### config.mk
export PLATFORM = sky130hd
export DESIGN_NAME = ping_pong_sample_buffer_control
export DESIGN_NICKNAME = d
export VERILOG_FILES = /design/src/rtl/ppsb_pkg.sv /design/src/rtl/ping_pong_sample_buffer_control.sv
export SDC_FILE = /design/constraint.sdc
export NUM_CORES = 1
export LEC_CHECK = 0
export BUFFER_PORTS_ARGS = -buffer_cell sky130_fd_sc_hd__buf_2
export CAP_MARGIN = 20
export CORE_AREA = 3 3 90 127
export DETAILED_ROUTE_END_ITERATION = 16
export DIE_AREA = 0 0 93 130
export GPL_ROUTABILITY_DRIVEN = 0
export PLACE_DENSITY = 0.66
export SYNTH_ARGS = -nofsm -noshare
export SYNTH_HDL_FRONTEND = slang
export SYNTH_SLANG_ARGS = --single-unit
### constraint.sdc
create_clock -name clk -period 4.45 [get_ports clk]
set_clock_uncertainty 0.2 [all_clocks]
set_input_delay 0.6675 -clock clk [delete_from_list [all_inputs] [get_ports clk]]
set_output_delay 0.6675 -clock clk [all_outputs]
set_load 0.02 [all_outputs]
### src/rtl/ppsb_pkg.sv
package ppsb_pkg;

  // Default window limit and derived widths of fixed fields
  localparam int WINDOW_MAX_DEFAULT = 4096;
  localparam int RAW_W              = 32;
  localparam int SAMPLE_W           = 12;
  localparam int SAMPLE_LSB         = 2;
  localparam int WIN_SIZE_W         = 13;
  localparam int CFG_INDEX_W        = 4;
  localparam int OUT_DATA_W         = 32;

  localparam logic [SAMPLE_W-1:0]   SAMPLE_MASK      = 12'h0FFF;
  localparam logic [WIN_SIZE_W-1:0] WIN_SIZE_RESET   = 13'd1024;

  // Request kinds carried on the input tuser
  typedef enum logic [1:0] {
    REQ_SAMPLE      = 2'd0,
    REQ_CLEAR_PING  = 2'd1,
    REQ_CLEAR_PONG  = 2'd2,
    REQ_CLEAR_OVR   = 2'd3
  } req_t;

  // Ready code reported with every result
  typedef enum logic [1:0] {
    RDY_NONE    = 2'd0,
    RDY_PING    = 2'd1,
    RDY_PONG    = 2'd2,
    RDY_OVERRUN = 2'd3
  } ready_code_t;

  // Configuration register indexes
  localparam logic [CFG_INDEX_W-1:0] CFG_SAMPLING_ENABLE = 4'd0;
  localparam logic [CFG_INDEX_W-1:0] CFG_WIN_LEN         = 4'd1;

  // One result item
  typedef struct packed {
    logic                write_valid;
    logic                write_bank;
    logic [SAMPLE_W-1:0] write_index;
    logic [SAMPLE_W-1:0] write_sample;
    ready_code_t         ready_code;
    logic                sample_dropped;
    logic                software_overrun;
  } result_t;

endpackage

### src/rtl/ping_pong_sample_buffer_control.sv
// Each accepted request's result is registered in the output register, or in the skid entry
// while that register is held. Throughput is one request per cycle while the skid entry is empty;
// a two-entry output stage (register plus skid) keeps s_tready high while one finished result
// waits for m_tready. All flag and counter updates happen in the cycle of acceptance.
// Reset (rst, synchronous, active high) clears fill count, bank, ready, overrun and
// dropped flags, output valid bits, and sets sampling_enable 0, window length 1024.
module ping_pong_sample_buffer_control #(
  parameter int WINDOW_MAX = ppsb_pkg::WINDOW_MAX_DEFAULT
) (
  input  logic                               clk,
  input  logic                               rst,
  // Request stream
  input  logic                               s_tvalid,
  output logic                               s_tready,
  input  logic [ppsb_pkg::RAW_W-1:0]         s_tdata,   // [31:0] raw_fifo_word
  input  logic [1:0]                         s_tuser,   // [1:0] req_type
  // Result stream
  output logic                               m_tvalid,
  input  logic                               m_tready,
  // [0] write_bank, [12:1] write_index, [24:13] write_sample, [26:25] ready_code,
  // [27] sample_dropped, [28] software_overrun, [31:29] zero
  output logic [ppsb_pkg::OUT_DATA_W-1:0]    m_tdata,
  output logic                               m_tuser,   // [0] write_valid
  // Configuration writes
  input  logic                               cfg_valid,
  output logic                               cfg_ready,
  input  logic [ppsb_pkg::CFG_INDEX_W-1:0]   cfg_index,
  input  logic [ppsb_pkg::WIN_SIZE_W-1:0]    cfg_data
);

  // Fill counter width and a compare width that holds both the window length and WINDOW_MAX
  localparam int FW = (WINDOW_MAX > 2) ? $clog2(WINDOW_MAX) : 1;
  localparam int SW = (FW + 1 > ppsb_pkg::WIN_SIZE_W) ? FW + 1 : ppsb_pkg::WIN_SIZE_W;
  localparam logic [SW-1:0] WMAX_S = SW'(WINDOW_MAX);

  // Configuration
  logic                              sampling_enable;
  logic [ppsb_pkg::WIN_SIZE_W-1:0]   win_len;

  // Block state
  logic [FW-1:0] fill_count, fill_count_next;
  logic          active_bank, active_bank_next;
  logic          ping_ready, ping_ready_next;
  logic          pong_ready, pong_ready_next;
  logic          overrun_flag, overrun_flag_next;
  logic          dropped_flag, dropped_flag_next;

  // Output register and skid stage
  ppsb_pkg::result_t out_res, skid_res, res_next;
  logic              skid_valid;

  logic          accept;
  logic          out_free;
  ppsb_pkg::req_t req;
  logic [SW-1:0] size_ext, eff_size, fill_ext, fill_inc;
  logic          bank_unread;
  logic          do_write;

  assign cfg_ready = 1'b1;
  assign s_tready  = !skid_valid;
  assign accept    = s_tvalid && s_tready;
  assign out_free  = !m_tvalid || m_tready;
  assign req       = ppsb_pkg::req_t'(s_tuser);

  // Effective window size, saturated at WINDOW_MAX
  assign size_ext = SW'(win_len);
  assign eff_size = (size_ext > WMAX_S) ? WMAX_S : size_ext;
  assign fill_ext = SW'(fill_count);
  assign fill_inc = fill_ext + SW'(1);
  assign bank_unread = active_bank ? pong_ready : ping_ready;
  assign do_write = (req == ppsb_pkg::REQ_SAMPLE) && !bank_unread && sampling_enable
                    && (fill_ext < eff_size);

  // Next state and result of the request at the input
  always_comb begin
    fill_count_next   = fill_count;
    active_bank_next  = active_bank;
    ping_ready_next   = ping_ready;
    pong_ready_next   = pong_ready;
    overrun_flag_next = overrun_flag;
    dropped_flag_next = dropped_flag;
    res_next          = '0;

    unique case (req)
      ppsb_pkg::REQ_SAMPLE: begin
        if (bank_unread) begin
          dropped_flag_next       = 1'b1;
          res_next.sample_dropped = 1'b1;
        end else if (do_write) begin
          res_next.write_valid  = 1'b1;
          res_next.write_bank   = active_bank;
          res_next.write_index  = fill_ext[ppsb_pkg::SAMPLE_W-1:0] & ppsb_pkg::SAMPLE_MASK;
          res_next.write_sample = s_tdata[ppsb_pkg::SAMPLE_LSB +: ppsb_pkg::SAMPLE_W]
                                  & ppsb_pkg::SAMPLE_MASK;
          fill_count_next = fill_inc[FW-1:0];
          // Window full: mark it ready and swap to the other bank
          if (fill_inc >= eff_size) begin
            if (!active_bank) ping_ready_next = 1'b1;
            else              pong_ready_next = 1'b1;
            active_bank_next = !active_bank;
            fill_count_next  = '0;
            if (active_bank ? ping_ready : pong_ready) overrun_flag_next = 1'b1;
          end
        end
      end
      ppsb_pkg::REQ_CLEAR_PING: ping_ready_next   = 1'b0;
      ppsb_pkg::REQ_CLEAR_PONG: pong_ready_next   = 1'b0;
      ppsb_pkg::REQ_CLEAR_OVR:  overrun_flag_next = 1'b0;
      default: ;
    endcase

    // Ready code from the updated flags, overrun first
    if (overrun_flag_next)    res_next.ready_code = ppsb_pkg::RDY_OVERRUN;
    else if (ping_ready_next) res_next.ready_code = ppsb_pkg::RDY_PING;
    else if (pong_ready_next) res_next.ready_code = ppsb_pkg::RDY_PONG;
    else                      res_next.ready_code = ppsb_pkg::RDY_NONE;
    res_next.software_overrun = dropped_flag_next;
  end

  // Configuration registers
  always_ff @(posedge clk) begin
    if (rst) begin
      sampling_enable <= 1'b0;
      win_len         <= ppsb_pkg::WIN_SIZE_RESET;
    end else if (cfg_valid && cfg_ready) begin
      if (cfg_index == ppsb_pkg::CFG_SAMPLING_ENABLE) sampling_enable <= cfg_data[0];
      else if (cfg_index == ppsb_pkg::CFG_WIN_LEN) win_len <= cfg_data;
    end
  end

  // State update on each accepted request
  always_ff @(posedge clk) begin
    if (rst) begin
      fill_count   <= '0;
      active_bank  <= 1'b0;
      ping_ready   <= 1'b0;
      pong_ready   <= 1'b0;
      overrun_flag <= 1'b0;
      dropped_flag <= 1'b0;
    end else if (accept) begin
      fill_count   <= fill_count_next;
      active_bank  <= active_bank_next;
      ping_ready   <= ping_ready_next;
      pong_ready   <= pong_ready_next;
      overrun_flag <= overrun_flag_next;
      dropped_flag <= dropped_flag_next;
    end
  end

  // Output register with skid stage
  always_ff @(posedge clk) begin
    if (rst) begin
      m_tvalid   <= 1'b0;
      skid_valid <= 1'b0;
    end else if (out_free) begin
      if (skid_valid) begin
        m_tvalid   <= 1'b1;
        skid_valid <= 1'b0;
      end else begin
        m_tvalid <= accept;
      end
    end else if (accept) begin
      skid_valid <= 1'b1;
    end
  end

  always_ff @(posedge clk) begin
    if (out_free) begin
      if (skid_valid) out_res <= skid_res;
      else if (accept) out_res <= res_next;
    end else if (accept) begin
      skid_res <= res_next;
    end
  end

  assign m_tuser = out_res.write_valid;
  assign m_tdata = {3'b000, out_res.software_overrun, out_res.sample_dropped,
                    out_res.ready_code, out_res.write_sample, out_res.write_index,
                    out_res.write_bank};

  // Skid entry only exists behind a held output
  a_skid_behind_out: assert property (@(posedge clk) disable iff (rst)
    skid_valid |-> m_tvalid)
    else $error("skid entry without output entry");

  // Fill count stays inside the largest window
  a_fill_bound: assert property (@(posedge clk) disable iff (rst)
    SW'(fill_count) < WMAX_S)
    else $error("fill count beyond window limit");

  // A written sample never also reports a drop
  a_write_not_drop: assert property (@(posedge clk) disable iff (rst)
    accept |-> !(res_next.write_valid && res_next.sample_dropped))
    else $error("write and drop in one result");

  // Software overrun is sticky until reset
  a_drop_sticky: assert property (@(posedge clk) disable iff (rst)
    dropped_flag |=> dropped_flag)
    else $error("dropped flag cleared without reset");

  // A ping clear leaves ping not ready
  a_clear_ping: assert property (@(posedge clk) disable iff (rst)
    (accept && req == ppsb_pkg::REQ_CLEAR_PING) |=> !ping_ready)
    else $error("ping ready survived a clear");

endmodule

# Word-level counts from Yosys, hierarchy flattened
# Cells that the tools add are included.
[word_totals] register_bits=93 in_bits=56 out_inout_bits=36 word_cells=86
[classes] add_sub_neg=1 order_cmp=3 n_eq_ne=4 muxes=32 bitwise=3 reduce_logical=19
[op_table] operator="26-bit two-way mux" count=3
[op_table] operator="30-bit two-way mux" count=2
[op_table] operator="1-bit two-way mux" count=19
[op_table] operator="12-bit by 1-bit adder with 13-bit output, second input constant" count=1
[op_table] operator="13-bit greater-or-equal comparator" count=1
[op_table] operator="13-bit greater-than comparator, second input constant" count=1
[op_table] operator="12-bit by 13-bit < comparator with 1-bit output" count=1
[op_table] operator="13-bit two-way mux" count=1
[op_table] operator="12-bit two-way mux" count=1
[op_table] operator="2-bit two-way mux" count=3
[op_table] operator="1-bit one-hot mux with 2 select lines" count=3
[op_table] operator="2-bit AND reduction" count=3
[op_table] operator="5-bit AND reduction" count=1
[op_table] operator="2-bit equality test, second input constant" count=2
[op_table] operator="4-bit by 1-bit equality test with 1-bit output, second input constant" count=1
[op_table] operator="1-bit logical AND" count=4
[op_table] operator="1-bit logical NOT" count=4
[op_table] operator="4-bit logical NOT" count=1
[op_table] operator="4-bit AND reduction" count=1
[op_table] operator="1-bit inverter" count=3
[op_table] operator="3-bit AND reduction" count=1
[op_table] operator="2-bit by 1-bit equality test with 1-bit output, second input constant" count=1
[op_table] operator="2-bit logical NOT" count=1
[op_table] operator="2-bit nonzero test" count=1
[op_table] operator="other kinds (2)" count=2

# Logic depth before layout (Yosys ltp)
[logic_depth] depth_word=13 depth_mapped=16 ltp_nobuf=14

# Least setup slack after synthesis
# OpenSTA, ideal clock, no wires.
[synth_path] kind="flip-flop to flip-flop" start="register fill_count[0]" end="register out_res (netlist bit m_tdata[26]) (data pin)" setup_ns=0.260 arrival_ns=3.230 required_time_ns=3.990 setup_slack_ns=0.759 path_stages_with_launch=14 path_buffers=1 period_less_slack_ns=3.691 cell_sequence="dfxtp_1 -> ha_1 -> and3_1 -> and3_1 -> and3_1 -> clkbuf_1 -> nand3_1 -> xnor2_1 -> ha_1 -> nand4_1 -> o41ai_4 -> a32o_1 -> o21ai_2 -> mux2_4"
[synth_rtl] element="start, declared" line_no="ping_pong_sample_buffer_control.sv:41" source="logic [FW-1:0] fill_count, fill_count_next;"
[synth_rtl] element="start signal, assigned" line_no="ping_pong_sample_buffer_control.sv:141" source="fill_count <= fill_count_next;"
[synth_rtl] element="end signal, assigned" line_no="ping_pong_sample_buffer_control.sv:169" source="if (skid_valid) out_res <= skid_res;"
[synth_rtl] element="end signal, assigned" line_no="ping_pong_sample_buffer_control.sv:170" source="else if (accept) out_res <= res_next;"
[synth_rtl] element="end, declared" line_no="ping_pong_sample_buffer_control.sv:49" source="ppsb_pkg::result_t out_res, skid_res, res_next;"

==> results by group <==
Run status
  • Status: finished, final reports clean

Yosys
  • Synth top area cells: edfxtp_1 (39%), dfxtp_1 (14%), ha_1 (7.8%), mux2_2 (7.0%), and3_1 (4.4%)
  • Register area share after synthesis: 52.9%
  • Top_reg_cell synth: edfxtp_1
  • Top cell type's share of synthesized area: 38.7%
  • Synth Area in Compound Gates: 8.15%
  • Top-count cell post-synth: edfxtp_1
  • Adder-Cell Fraction of Synth Area: 7.80%
  • Mapped Cells: 393
  • Xor/xnor share of the synthesized area: 2.39%
  • Post-synthesis cell type count: 52
  • Post-synthesis mux area share: 10.4%
  • Syn Area/Cell: 11.8 um2
  • Syn. warnings: 0
  • Post-synth top area cell: edfxtp_1
  • EDFF count, synth: 60
  • Mapped cell area: 0.00465 mm2
  • Largest family of logic cells by synthesized area: simple AND/OR/NAND/NOR gates
  • Post-Synth Simple-Gate Area: 15.1%
  • Commonest cells in the netlist: edfxtp_1 (60), and3_1 (33), dfxtp_1 (33), nor2_1 (31)
  • Synth Register Bits: 93
  • Fraction of registers with async set/reset: 0%

Place
  • DP Worst Slack: 0.495 ns
  • Port bufs: 67
  • Post-DP HPWL: 5.96 mm

Timing
  • Setup-failing EPs final: 0
  • Max Slew Vio Count: 0
  • Fmax: 253 MHz
  • Tcrit/Tclk final: 88.9%
  • Tightest Pin Transition: 0.660 ns
  • RSZ-0062 raised after global routing: no
  • Slew HR: 55.9%
  • Hold WS: 0.267 ns
  • Setup TNS: 0 ns
  • Final min period: 3.96 ns
  • Hold Fails Final Rpt: 0
  • PnR worst setup slack: 0.493 ns

Clock tree
  • Cts hold-fix bufs: 0
  • H-tree levels: 3
  • Clk Tree Root Cell: clkbuf_16
  • Postcts setup bufs: 0
  • CTS tree: done
  • Clock transition at path regs: 0.06 ns
  • CTS Sinks: 93
  • Clock Latency Late Sink: 0.34 ns
  • CTS Buf Count: 9
  • Max clock buf depth: 2
  • Cts repair resizes: 0

Route
  • Vias after detailed routing: 3055
  • Avg WL per Cell: 13.9 um
  • 1st-pass router iterations: 4
  • Vias per cell: 5.09
  • Initial DRC count: 104
  • DRC: 0
  • Post-Route WL: 8.36 mm
  • Final antenna-violating net count: 0

GRT
  • GRT overflow: 0
  • Initial antenna violation count: 0
  • Vias in the first global route: 2859
  • First-pass GRT wire length: 13.8 mm
  • GRT Util Overall: 14.5%
  • Largest net degree at the start of global routing: 34

Worst setup path
  • Critical Path AT: 3.85 ns
  • CP max stage cell: o41ai_4
  • Crit start category: flip-flop
  • FF-to-FF path depth: 12
  • CP bufs+invs: 0
  • Worst path max stage delay: 0.56 ns
  • Endpoint class of the critical path: flip-flop
  • Crit path depth: 12
  • CP delay by family, top: simple AND/OR/NAND/NOR gates
  • Critical path class: flip-flop to flip-flop
  • Cell Chain, Critical Path: ha_1 > and3_1 > and3_1 > and3_1 > nand3_1 > xnor2_1 > ha_1 > nand4_1 > o41ai_4 > a32o_1 > o21ai_2 > mux2_4
  • Critical Path RT: 4.34 ns
  • Critical path peak fanout: 7
  • Most frequent CP cell: and3_1

Cells and area
  • Final Core Density: 52.2%
  • Ant diodes: 0
  • Area grow syn2layout: 16.1%
  • Fin nets: 542
  • Seq. cell area: 0.00246 mm2
  • Fill cell count: 944
  • Area of the multi-input gates: 0.00205 mm2
  • Fraction of layout cells with a size suffix above 1: 28.8%

Power
  • Pint: 1.42 mW
  • IR drop worst, VDD: 186 uV
  • Sequential power share: 52.3%
  • Leakage: 2.45 nW
  • PD cells: 337 mW/mm2
  • Tot Pwr: 1.82 mW
  • Sw Ratio: 21.9%
  • Combinational fraction of design power: 6.7%
  • Switching power: 0.399 mW
  • Clk network pwr share: 41.0%

Hold path
  • Hold depth: 2
  • HP Class: flip-flop to flip-flop

Floorplanning
  • Die area: 0.0121 mm2
  • Io pins: 92
  • Row cnt: 44
  • Die Span Y: 130 um
  • Initial core utilization: 44.9%
  • Core box area: 0.0103 mm2
  • Die Wd: 93 um

Run
  • Max-Cap Viols: 0
==> registers in the layout (all words and copies together), names as in the netlist <==
register / flops
pong_ready: 1
size_ext: 13
skid_res: 30
active_bank: 1
ping_ready: 1
m_tvalid: 1
sampling_enable: 1
dropped_flag: 1
overrun_flag: 1
m_tuser: 1
m_tdata: 29
skid_valid: 1
fill_count: 12
==> per-stage QoR <==
step | std cells | instance area [um2]
floorplan | 395 | 4660
global placement | 584 | 5110
detailed placement | 584 | 5110
CTS | 600 | 5400
global route | 600 | 5400
finish | 600 | 5400
==> routing by layer <==
metal  track usage, %  share of wire [%]
met4             6.47                1.7
met1             17.6                 44
met3             2.60                4.5
met2             25.2                 50
met5                0                  0
==> cells by family (layout without fill, tap and decap cells) <==
family,Yosys count,count (layout)
AND/OR/NAND/NOR,128,128
other,2,4
XOR/XNOR,11,11
buffers and inverters,31,98
AO/OA/AOI/OAI,55,55
flip-flops,93,93
multiplexers,44,44
adder cells (fa/ha/maj),29,29
==> power by group through the flow <==
stage               Sequential [mW]  Combinational, mW  Clock, mW
finish                        0.951              0.122      0.745
detailed placement            0.971              0.124          0
global route                  0.953              0.135      0.795
floorplan                     0.992             0.0583          0
global placement              0.970              0.122          0
CTS                           0.952              0.125      0.762
==> cell usage in the layout (no fill, tap or decap), types with 2 or more instances in the layout <==
cell and instances:
edfxtp_1 60, and2b_1 2, nor3_1 3, o21ai_0 4, and3_1 33, or3b_1 2
o21a_1 4, o21ai_1 6, a21o_1 2, and2_1 2, nor2b_1 3, nor2_1 31
buf_4 7, mux2_2 29, ha_1 29, nand3_1 2, clkinvlp_4 2, xnor2_2 2
and3_4 2, nand3_2 3, nand2b_1 4, conb_1 4, buf_2 67, nor3b_1 2
a211oi_1 4, nand2_1 25, inv_1 8, clkbuf_16 9, clkinv_1 2, mux2i_1 14
a21oi_1 24, nand3b_1 8, xor2_1 8, dfxtp_1 33
==> final cells by class <==
cell class              count  area share [%]
clock inverters             7            1.23
multi-input cells         271            38.1
well taps                 138            3.20
repair buffers             74            7.18
flip-flops and latches     93            45.6
inverters                   8           0.556
clock buffers               9            4.17
==> final timing paths <==
check / startpoint / end / slack [ns]
max: fill_count[0]$_SDFFE_PP0P_ / m_tdata[26]$_DFFE_PP_ / 0.49
min: dropped_flag$_SDFFE_PP0P_ / dropped_flag$_SDFFE_PP0P_ / 0.27
max reg2reg: fill_count[0]$_SDFFE_PP0P_ / m_tdata[26]$_DFFE_PP_ / 0.49
min reg2reg: dropped_flag$_SDFFE_PP0P_ / dropped_flag$_SDFFE_PP0P_ / 0.27
==> tightest hold or removal path, stage by stage (launching register included) <==
cell	delay, ns
dfxtp_1	0.32
a21oi_1	0.04
nor2_1	0.07
No activity file was read; power rests on OpenSTA's default activity.
